===== config.mk =====
export PLATFORM = sky130hd
export DESIGN_NAME = square_wave_tone_generator
export DESIGN_NICKNAME = d
export VERILOG_FILES = /design/src/rtl/stg_pkg.sv /design/src/rtl/stg_div.sv /design/src/rtl/stg_dp.sv /design/src/rtl/stg_ctrl.sv /design/src/rtl/square_wave_tone_generator.sv
export VERILOG_INCLUDE_DIRS = /design/src /design/src/rtl
export SDC_FILE = /design/constraint.sdc
export NUM_CORES = 2
export LEC_CHECK = 0
export ABC_AREA = 1
export BUFFER_PORTS_ARGS = -buffer_cell sky130_fd_sc_hd__buf_2
export CORE_ASPECT_RATIO = 1.75
export CORE_MARGIN = 2
export CORE_UTILIZATION = 42
export CTS_BUF_LIST = sky130_fd_sc_hd__clkbuf_16
export DETAILED_ROUTE_END_ITERATION = 10
export REMOVE_ABC_BUFFERS = 1
export SYNTH_ARGS = -nofsm -noshare
export SYNTH_HDL_FRONTEND = slang
export SYNTH_SLANG_ARGS = --single-unit

===== constraint.sdc =====
create_clock -name clk -period 7.1 [get_ports clk]
set_input_delay 1.065 -clock clk [delete_from_list [all_inputs] [get_ports clk]]
set_output_delay 1.065 -clock clk [all_outputs]
set_load 0.01 [all_outputs]

===== src/rtl/square_wave_tone_generator_assert.svh =====
// ----------------------------------------------------------------------------
// Tone generator assertion macros
// Concurrent assertion wrappers shared by the tone generator modules.
// ----------------------------------------------------------------------------
`ifndef SQUARE_WAVE_TONE_GENERATOR_ASSERT_SVH
`define SQUARE_WAVE_TONE_GENERATOR_ASSERT_SVH

`ifndef ASSERT_OFF
// same-cycle implication
`define STG_ASSERT_IMP(lbl, clk, rst_n, ante, cons) \
	lbl: assert property (@(posedge clk) disable iff (!rst_n) (ante) |-> (cons)) \
		else $error("tone generator assertion failed");
// next-cycle implication
`define STG_ASSERT_NXT(lbl, clk, rst_n, ante, cons) \
	lbl: assert property (@(posedge clk) disable iff (!rst_n) (ante) |=> (cons)) \
		else $error("tone generator assertion failed");
`else
`define STG_ASSERT_IMP(lbl, clk, rst_n, ante, cons)
`define STG_ASSERT_NXT(lbl, clk, rst_n, ante, cons)
`endif

`endif


===== src/rtl/stg_pkg.sv =====
// ----------------------------------------------------------------------------
// Tone generator package
// Widths, codes, constants, controller states, command/status types and prescaler shifts.
// ----------------------------------------------------------------------------
package stg_pkg;

	localparam int STG_CLOCK_HZ = 8000000;

	localparam int FREQ_W = 16;
	localparam int DUR_W  = 16;
	localparam int CMP_W  = 16;
	localparam int TOG_W  = 24;
	localparam int PSC_W  = 10;
	localparam int SEL_W  = 3;
	localparam int DIV_W  = FREQ_W + DUR_W + 1;
	localparam int DVS_W  = 16;
	localparam int CNT_W  = $clog2(DIV_W + 1);

	localparam logic [1:0] FUNC_START = 2'd0;
	localparam logic [1:0] FUNC_STOP  = 2'd1;
	localparam logic [1:0] FUNC_TICK  = 2'd2;

	localparam logic [FREQ_W-1:0] MIN_FREQ = FREQ_W'(50);

	// floor(y / 125) = (y * TOG_RCP) >> TOG_RCP_SH for any y below 2^30
	localparam int               TOG_RCP_W  = 31;
	localparam int               TOG_RCP_SH = 37;
	localparam logic [TOG_RCP_W-1:0] TOG_RCP = 31'd1099511628;

	typedef enum logic [2:0] {
		S_IDLE,
		S_QLOAD,
		S_QRUN,
		S_COMMIT
	} ctrl_state_t;

	typedef struct packed {
		logic capture;
		logic div_start;
		logic store_q;
		logic commit_start;
		logic do_stop;
		logic do_tick;
		logic load_out;
		logic reject;
	} dp_cmd_t;

	typedef struct packed {
		logic div_done;
		logic freq_low;
	} dp_status_t;

	function automatic logic [3:0] psc_shift(input logic [SEL_W-1:0] sel);
		logic [3:0] sh;
		unique case (sel)
			3'd0: sh = 4'd0;
			3'd1: sh = 4'd1;
			3'd2: sh = 4'd2;
			3'd3: sh = 4'd3;
			3'd4: sh = 4'd4;
			3'd5: sh = 4'd6;
			3'd6: sh = 4'd8;
			default: sh = 4'd10;
		endcase
		return sh;
	endfunction

endpackage


===== src/rtl/stg_div.sv =====
// ----------------------------------------------------------------------------
// Tone generator divider
// Restoring divider, one quotient bit per cycle, done pulse after the last.
// ----------------------------------------------------------------------------
module stg_div (
	input  logic                      clk,
	input  logic                      arst_n,
	input  logic                      start,
	input  logic [stg_pkg::DIV_W-1:0] dividend,
	input  logic [stg_pkg::DVS_W-1:0] divisor,
	output logic [stg_pkg::DIV_W-1:0] quotient,
	output logic                      done
);
	import stg_pkg::*;

	logic [DIV_W-1:0] quo_q;
	logic [DVS_W-1:0] rem_q;
	logic [CNT_W-1:0] cnt_q;
	logic             run_q;
	logic             done_q;
	logic [DVS_W:0]   trial;
	logic [DVS_W:0]   diff;
	logic             fit;

	assign trial = {rem_q, quo_q[DIV_W-1]};
	assign diff  = trial - {1'b0, divisor};
	assign fit   = trial >= {1'b0, divisor};

	always_ff @(posedge clk or negedge arst_n) begin
		if (!arst_n) begin
			run_q  <= 1'b0;
			done_q <= 1'b0;
			cnt_q  <= '0;
		end else begin
			done_q <= 1'b0;
			if (start) begin
				run_q <= 1'b1;
				cnt_q <= CNT_W'(DIV_W);
			end else if (run_q) begin
				cnt_q <= cnt_q - CNT_W'(1);
				if (cnt_q == CNT_W'(1)) begin
					run_q  <= 1'b0;
					done_q <= 1'b1;
				end
			end
		end
	end

	always_ff @(posedge clk) begin
		if (start) begin
			quo_q <= dividend;
			rem_q <= '0;
		end else if (run_q) begin
			quo_q <= {quo_q[DIV_W-2:0], fit};
			rem_q <= fit ? diff[DVS_W-1:0] : trial[DVS_W-1:0];
		end
	end

	assign quotient = quo_q;
	assign done     = done_q;

endmodule


===== src/rtl/stg_dp.sv =====
// ----------------------------------------------------------------------------
// Tone generator datapath
// Tone state, tick counters, product, divider, prescaler pick, result register.
// ----------------------------------------------------------------------------
`include "square_wave_tone_generator_assert.svh"

module stg_dp #(
	parameter int CLOCK_HZ = stg_pkg::STG_CLOCK_HZ
) (
	input  logic                       clk,
	input  logic                       arst_n,
	input  stg_pkg::dp_cmd_t           cmd,
	output stg_pkg::dp_status_t        status,
	input  logic [stg_pkg::FREQ_W-1:0] frequency_hz,
	input  logic [stg_pkg::DUR_W-1:0]  duration_ms,
	output logic                       pin_level,
	output logic                       tone_active,
	output logic                       start_rejected
);
	import stg_pkg::*;

	localparam logic [DIV_W-1:0] HALF_CLK = DIV_W'(CLOCK_HZ / 2);
	localparam logic [DIV_W-1:0] FIT_MAX  = DIV_W'(32'h10000);
	localparam int               PRD_W    = FREQ_W + DUR_W;
	localparam int               MUL_W    = PRD_W - 2 + TOG_RCP_W;

	logic                      pin_q, active_q, endless_q;
	logic [TOG_W-1:0]          tog_q;
	logic [CMP_W-1:0]          cmp_q;
	logic [SEL_W-1:0]          sel_q;
	logic [PSC_W-1:0]          psc_q;
	logic [CMP_W-1:0]          per_q;
	logic                      pin_d, active_d, endless_d;
	logic [TOG_W-1:0]          tog_d;
	logic [CMP_W-1:0]          cmp_d;
	logic [SEL_W-1:0]          sel_d;
	logic [PSC_W-1:0]          psc_d;
	logic [CMP_W-1:0]          per_d;

	logic [FREQ_W-1:0]         freq_q;
	logic [DUR_W-1:0]          dur_q;
	logic [PRD_W-1:0]          prod_q;
	logic [MUL_W-1:0]          tog_mul;
	logic [TOG_W-1:0]          tog_n_q;
	logic [DIV_W-1:0]          q_q;
	logic [DIV_W-1:0]          div_quo;
	logic                      div_done;

	logic [SEL_W-1:0]          pick_sel;
	logic [CMP_W-1:0]          pick_cmp;
	logic [PSC_W:0]            psc_inc;
	logic [PSC_W:0]            psc_div;

	stg_div u_div (
		.clk      (clk),
		.arst_n   (arst_n),
		.start    (cmd.div_start),
		.dividend (HALF_CLK),
		.divisor  (freq_q),
		.quotient (div_quo),
		.done     (div_done)
	);

	assign status.div_done = div_done;
	assign status.freq_low = frequency_hz < MIN_FREQ;

	// toggle count: 2 * f * d / 1000 = (f * d / 4) / 125
	assign tog_mul = prod_q[PRD_W-1:2] * TOG_RCP;

	always_ff @(posedge clk) begin
		if (cmd.capture) begin
			freq_q <= frequency_hz;
			dur_q  <= duration_ms;
		end
		prod_q  <= freq_q * dur_q;
		tog_n_q <= tog_mul[TOG_RCP_SH+TOG_W-1:TOG_RCP_SH];
		if (cmd.store_q) begin
			q_q <= div_quo;
		end
	end

	// smallest fitting prescaler wins
	always_comb begin
		logic [DIV_W-1:0] v;
		pick_sel = SEL_W'(7);
		pick_cmp = '1;
		for (int s = 7; s >= 0; s--) begin
			v = q_q >> psc_shift(SEL_W'(s));
			if (v <= FIT_MAX) begin
				pick_sel = SEL_W'(s);
				pick_cmp = (v == '0) ? '0 : CMP_W'(v - DIV_W'(1));
			end
		end
	end

	assign psc_inc = {1'b0, psc_q} + (PSC_W+1)'(1);
	assign psc_div = (PSC_W+1)'(1) << psc_shift(sel_q);

	always_comb begin
		pin_d     = pin_q;
		active_d  = active_q;
		endless_d = endless_q;
		tog_d     = tog_q;
		cmp_d     = cmp_q;
		sel_d     = sel_q;
		psc_d     = psc_q;
		per_d     = per_q;
		priority if (cmd.commit_start) begin
			sel_d     = pick_sel;
			cmp_d     = pick_cmp;
			endless_d = (dur_q == '0);
			tog_d     = (dur_q == '0) ? '0 : tog_n_q;
			pin_d     = 1'b0;
			psc_d     = '0;
			per_d     = '0;
			active_d  = 1'b1;
		end else if (cmd.do_stop) begin
			active_d  = 1'b0;
			pin_d     = 1'b0;
			endless_d = 1'b0;
			psc_d     = '0;
			per_d     = '0;
		end else if (cmd.do_tick && active_q) begin
			if (psc_inc < psc_div) begin
				psc_d = psc_inc[PSC_W-1:0];
			end else begin
				psc_d = '0;
				if (per_q == cmp_q) begin
					per_d = '0;
					if (endless_q || tog_q != '0) begin
						if (!endless_q) begin
							tog_d = tog_q - TOG_W'(1);
						end
						pin_d = ~pin_q;
					end else begin
						active_d  = 1'b0;
						pin_d     = 1'b0;
						endless_d = 1'b0;
					end
				end else begin
					per_d = per_q + CMP_W'(1);
				end
			end
		end
	end

	always_ff @(posedge clk or negedge arst_n) begin
		if (!arst_n) begin
			pin_q     <= 1'b0;
			active_q  <= 1'b0;
			endless_q <= 1'b0;
			tog_q     <= '0;
			cmp_q     <= '0;
			sel_q     <= '0;
			psc_q     <= '0;
			per_q     <= '0;
		end else begin
			pin_q     <= pin_d;
			active_q  <= active_d;
			endless_q <= endless_d;
			tog_q     <= tog_d;
			cmp_q     <= cmp_d;
			sel_q     <= sel_d;
			psc_q     <= psc_d;
			per_q     <= per_d;
		end
	end

	always_ff @(posedge clk) begin
		if (cmd.load_out) begin
			pin_level      <= pin_d;
			tone_active    <= active_d;
			start_rejected <= cmd.reject;
		end
	end

	`STG_ASSERT_IMP(a_idle_counters_clear, clk, arst_n, !active_q, psc_q == '0 && per_q == '0)
	`STG_ASSERT_IMP(a_pin_low_when_idle, clk, arst_n, !active_q, !pin_q)
	`STG_ASSERT_NXT(a_endless_holds_count, clk, arst_n, endless_q && !cmd.commit_start,
		$stable(tog_q))

endmodule


===== src/rtl/stg_ctrl.sv =====
// ----------------------------------------------------------------------------
// Tone generator controller
// Sequences item decode, the frequency division and the start commit; owns handshakes.
// ----------------------------------------------------------------------------
`include "square_wave_tone_generator_assert.svh"

module stg_ctrl (
	input  logic                clk,
	input  logic                arst_n,
	input  logic                in_valid,
	output logic                in_stall,
	input  logic [1:0]          func,
	output logic                out_valid,
	input  logic                out_stall,
	input  stg_pkg::dp_status_t status,
	output stg_pkg::dp_cmd_t    cmd
);
	import stg_pkg::*;

	ctrl_state_t state_q, state_d;
	logic        out_valid_q;
	logic        slot_free;
	logic        accept;

	assign slot_free = !out_valid_q || !out_stall;
	assign in_stall  = !(state_q == S_IDLE && slot_free);
	assign accept    = in_valid && !in_stall;
	assign out_valid = out_valid_q;

	always_comb begin
		state_d = state_q;
		unique case (state_q)
			S_IDLE: begin
				if (accept && func == FUNC_START && !status.freq_low) begin
					state_d = S_QLOAD;
				end
			end
			S_QLOAD: state_d = S_QRUN;
			S_QRUN: begin
				if (status.div_done) begin
					state_d = S_COMMIT;
				end
			end
			S_COMMIT: begin
				if (slot_free) begin
					state_d = S_IDLE;
				end
			end
			default: state_d = S_IDLE;
		endcase
	end

	always_comb begin
		cmd = '0;
		unique case (state_q)
			S_IDLE: begin
				if (accept) begin
					if (func == FUNC_START) begin
						cmd.capture  = !status.freq_low;
						cmd.load_out = status.freq_low;
						cmd.reject   = status.freq_low;
					end else begin
						cmd.do_stop  = (func == FUNC_STOP);
						cmd.do_tick  = (func == FUNC_TICK);
						cmd.load_out = 1'b1;
					end
				end
			end
			S_QLOAD: cmd.div_start = 1'b1;
			S_QRUN:  cmd.store_q = status.div_done;
			S_COMMIT: begin
				cmd.commit_start = slot_free;
				cmd.load_out     = slot_free;
			end
			default: cmd = '0;
		endcase
	end

	always_ff @(posedge clk or negedge arst_n) begin
		if (!arst_n) begin
			state_q     <= S_IDLE;
			out_valid_q <= 1'b0;
		end else begin
			state_q <= state_d;
			if (cmd.load_out) begin
				out_valid_q <= 1'b1;
			end else if (!out_stall) begin
				out_valid_q <= 1'b0;
			end
		end
	end

	`STG_ASSERT_IMP(a_busy_stalls_input, clk, arst_n, state_q != S_IDLE, in_stall)
	`STG_ASSERT_IMP(a_done_only_running, clk, arst_n, status.div_done, state_q == S_QRUN)
	`STG_ASSERT_NXT(a_result_presented, clk, arst_n, cmd.load_out, out_valid)

endmodule


===== src/rtl/square_wave_tone_generator.sv =====
// ----------------------------------------------------------------------------
// Square-wave tone generator
// Piezo tone generator: start, stop and clock-tick items, one result per item.
//
//   channel  direction  handshake           payload
//   in       input      in_valid/in_stall   func, frequency_hz, duration_ms
//   out      output     out_valid/out_stall pin_level, tone_active, start_rejected
//
// Tick, stop, rejected start and unused codes are handled in the idle state;
// an accepted start holds the input through the load, one 33-step pass of the
// bit-serial divider (half clock over frequency), done and the commit;
// the toggle count comes from a registered reciprocal multiply meanwhile.
// Reset clears the tone state and the result register valid; no clearing pass.
// A stalled result holds; a new item is taken in the cycle the result leaves.
// ----------------------------------------------------------------------------
module square_wave_tone_generator #(
	parameter int CLOCK_HZ = stg_pkg::STG_CLOCK_HZ
) (
	input  logic                       clk,
	input  logic                       arst_n,
	input  logic                       in_valid,
	output logic                       in_stall,
	input  logic [1:0]                 func,
	input  logic [stg_pkg::FREQ_W-1:0] frequency_hz,
	input  logic [stg_pkg::DUR_W-1:0]  duration_ms,
	output logic                       out_valid,
	input  logic                       out_stall,
	output logic                       pin_level,
	output logic                       tone_active,
	output logic                       start_rejected
);
	import stg_pkg::*;

	dp_cmd_t    cmd;
	dp_status_t status;

	stg_ctrl u_ctrl (
		.clk       (clk),
		.arst_n    (arst_n),
		.in_valid  (in_valid),
		.in_stall  (in_stall),
		.func      (func),
		.out_valid (out_valid),
		.out_stall (out_stall),
		.status    (status),
		.cmd       (cmd)
	);

	stg_dp #(
		.CLOCK_HZ (CLOCK_HZ)
	) u_dp (
		.clk            (clk),
		.arst_n         (arst_n),
		.cmd            (cmd),
		.status         (status),
		.frequency_hz   (frequency_hz),
		.duration_ms    (duration_ms),
		.pin_level      (pin_level),
		.tone_active    (tone_active),
		.start_rejected (start_rejected)
	);

endmodule


==> impl.org <==
** Status
- The flow ran to the end, and the final reports show no timing, DRC or antenna violations.

** Job
- Max-cap violations in this run came to 0.

** Power
- Pwr/cell area :: 77.4 nW/um2
- Summed over all nets, the switching power comes to 0.720 mW.
- Switching power share of the total :: 22.9%
- Worst-case vdd ir drop :: 0.180 mV
- Flop pwr share :: 47.2%
- Cell internal power was estimated by the tool at 2.43 mW.
- Fraction of power consumed by the clock network :: 51.8%
- Per report_power, the combinational group accounts for 1.0% of the total.
- Static Leak :: 22.0 nW

** Critical path
- The worst setup path is captured at a flop.
- The worst setup path is of the flop to flop kind.
- Maximum fanout encountered on the critical timing path :: 10
- Kind of start point of the critical path :: flop
- For the worst setup path, the data arrival time is 7210 ps.
- Required time reported for the critical path endpoint :: 7570 ps

** STA
- Final worst setup slack :: 355 ps
- RSZ-0062 raised after global routing :: no
- Relative slew margins :: 15.0%
- Number of slew-limit violations in the final report :: 0
- Post-layout minimum cycle time :: 6740 ps
- The clock arrives with 37.2 ps of skew.
- Setup TNS :: 0 ps
- Count of endpoints failing setup in the final report :: 0
- Worst slew pin tran :: 1270 ps
- Fraction of the cycle the final worst path needs :: 95.0%
- The final hold violation count came to 0.
- Timing would allow up to 148 MHz.

** Finish
- Synth-to-Final Area Change :: 7.26%
- In the final layout, the share of cells above drive strength 1 is 5.50%.
- In the final design database the tool counted 5802 nets.

** Global routing
- Vias in the first global route :: 33305
- Wire length of the first global-routing pass :: 186 mm
- The number of antenna violations at the first check in global routing came to 4.
- Pin count of the biggest net entering global routing :: 59
- Global routing used 26.4% of the available tracks across all layers.
- The total overflow left after global routing is 0.

** Synthesis
- Cell area after synthesis :: 37900 um2
- Cell count after synthesis :: 4742
- In this run the mean area of a mapped cell was 8.00 um2.
- Warnings, synthesis :: 0
- In the synthesized netlist the dominant register cell turns out to be dfxtp_1.
- The number of different library cells used by synthesis comes to 68.
- Post-synth top area cell :: fa_1
- Seq/Total Area, Yosys :: 16.3%
- Library cell with the highest instance count after synthesis :: inv_1
- Post-synth EDFFs :: 68
- Counting flops and latches in the post-synthesis netlist gives 254.
- Fraction of synthesis flops using an asynchronous set or reset pin :: 32.7%
- By area the synthesized netlist is led by fa_1, ha_1, inv_1, nand2_1, dfrtp_1.
- Area share of the largest cell type after synthesis :: 24.9%
- Counting instances in the post-synthesis netlist gives the leading cell types as inv_1, nand2_1, ha_1.

** Route
- After detailed routing, the total wire length is 121 mm.
- Remaining routing DRC violations :: 0
- First-pass detailed-route iteration total :: 5
- In the final routed layout, each cell accounts on average for 20.2 um.
- Once detail routing completed, the nets flagged for antenna violations numbered 0.
- The detailed router finished its first iteration with 1706 violations.
- Dividing the detail-routed via count by the number of cells gives 5.18.
- The routed layout has 30984 vias.

** Floorplanning
- Die Span Y :: 402 um
- The die is 231 um wide.
- Area of the die :: 92800 um2
- Row count :: 145
- IO Count :: 43
- For this configuration, the core starts out at a cell density of 42.4%.
- Placeable core area :: 89400 um2

** Clock network
- TritonCTS clock tree :: built
- Reg clk slew, reported paths :: 80 ps
- Clock tree sinks :: 254
- Buffers inserted during clock tree synthesis total 28.
- Counting along the longest clock path gives a buffer depth of 3.
- Clk_lat worst skew :: 610 ps
- In this run the number of H-tree levels came out at 1.
- CTS Root Cell :: clkbuf_16
- In this run the post-CTS setup repair buffer count came out at 0.

** Placement
- Routability cong. :: 1.01
- Input and output buffers added on the ports amount to 42.
- Post-placement worst setup slack :: 324 ps
- The HPWL after detailed placement is 103 mm.

** Hold path
- The tightest min-delay check is of the input pin to asynchronous set/reset pin type.
==> critical path, stage by stage, from the launching register on <==
cell	delay, ps
dfxtp_1	660
ha_1	360
fa_1	470
fa_1	540
inv_1	50
fa_1	500
inv_1	50
fa_1	510
fa_1	440
fa_1	640
inv_1	80
fa_1	500
inv_1	40
ha_1	310
a21oi_1	200
o21ai_0	110
nand2_1	80
nand2_1	50
a21oi_1	210
nand3_1	240
nand2_1	130
nand2_1	130
nand2_1	100
nand2_1	60
xor2_1	130
==> registers in the layout, summed over array words and instances, names as in the netlist, 2 cells and up <==
name,flops
u_ctrl.state_q,2
u_dp.cmp_q,16
u_dp.dur_q,16
u_dp.freq_q,16
u_dp.per_q,16
u_dp.prod_q,30
u_dp.psc_q,10
u_dp.q_q,33
u_dp.sel_q,3
u_dp.tog_n_q,24
u_dp.tog_q,24
u_dp.u_div.cnt_q,6
u_dp.u_div.quotient,33
u_dp.u_div.rem_q,16
==> what timing repair did <==
action | 4_1_cts | 5_1_grt
gates resized for setup | 0 | 1
endpoints found under the setup margin | 0 | 1
hold buffers | 0 | 0
endpoints found under the hold margin | 0 | 0
==> path summary, 6_finish.rpt <==
kind                                               from                to  slack, ps  depth (start not counted)
worst max register to register          u_dp.prod_q[15]  u_dp.tog_n_q[13]        360                         24
worst min-delay path                             arst_n     u_dp.cmp_q[8]        400                          1
max in group asynchronous                        arst_n    u_dp.per_q[11]       5530                          2
min in group clk                u_dp.u_div.quotient[21]      u_dp.q_q[21]        410                          0
worst min register to register  u_dp.u_div.quotient[21]      u_dp.q_q[21]        410                          0
worst max-delay path                    u_dp.prod_q[15]  u_dp.tog_n_q[13]        360                         24
==> layer usage <==
layer	routed length [um]	vias up	track usage [%]
met4	11800	0	21.3
met5	0	-	0
met1	41000	15050	25.7
met2	64400	799	50.1
met3	3390	378	2.00
li1	-	14757	-
==> kinds of logic (layout without fill, tap and decap cells) <==
family                     count (synthesis)  count (layout)  share of synthesized area (%)
AOI/OAI and AO/OA                        556             556                           8.31
xor gates and xnor gates                 156             156                           3.60
adders and majority gates                990             990                           42.0
buffers and inverters                   1262            1314                           12.7
DFF                                      254             254                           16.3
muxes                                      2               2                         0.0561
other                                      1               9                        0.00989
and+or+nand+nor                         1521            1521                           17.0
==> layout by cell type, fill, tap and decap left out, types with 4 or more instances in the layout <==
cell and n:
a21o_1 19, a21oi_1 201, a22oi_1 13, a31oi_1 23, and3_1 6, buf_2 41, buf_4 76, bufinv_16 5
clkbuf_16 29, clkinv_1 10, clkinv_2 10, clkinvlp_4 4, dfrtp_1 83, dfxtp_1 102, diode_2 6, edfxtp_1 68
fa_1 471, ha_1 519, inv_1 1117, inv_2 19, nand2_1 890, nand2_2 19, nand2_4 5, nand3_1 166
nand4_1 38, nor2_1 291, nor2_2 18, nor2_4 14, nor3_1 39, nor4_1 19, o211ai_1 18, o21a_1 5
o21ai_0 187, o21ai_1 15, o21bai_1 14, o22ai_1 28, o31ai_1 8, xnor2_1 18, xor2_1 138
==> final cells by class <==
type                            instances  area (um2)
Clock inverter                         23         279
Tap cell                             1176        1470
Inverter                             1145        4300
Fill cell                            8991       48800
Multi-Input combinational cell       3228       26900
Sequential cell                       254        6180
Timing Repair Buffer                  117         776
Clock buffer                           29         726
Antenna cell                            6        15.0
==> metrics by stage <==
stage	util [%]	cells	total power [mW]	area [um2]	hold slack [ps]
2_1_floorplan	-	4627	1.52	37400	408
6_report	45.5	5978	3.15	40700	403
5_1_grt	45.5	5978	3.23	40700	421
3_5_place_dp	44.3	5920	1.55	39700	413
3_3_place_gp	44.3	5920	1.55	39700	412
4_1_cts	45.5	5972	3.19	40700	385
==> power by group through the flow <==
stage	logic, mW	clock network, mW	registers (mW)
2_1_floorplan	0.00431	0	1.52
3_3_place_gp	0.0308	0	1.52
3_5_place_dp	0.0310	0	1.52
4_1_cts	0.0310	1.67	1.49
5_1_grt	0.0343	1.71	1.49
6_report	0.0301	1.63	1.49
No activity file was read; power rests on OpenSTA's default activity.
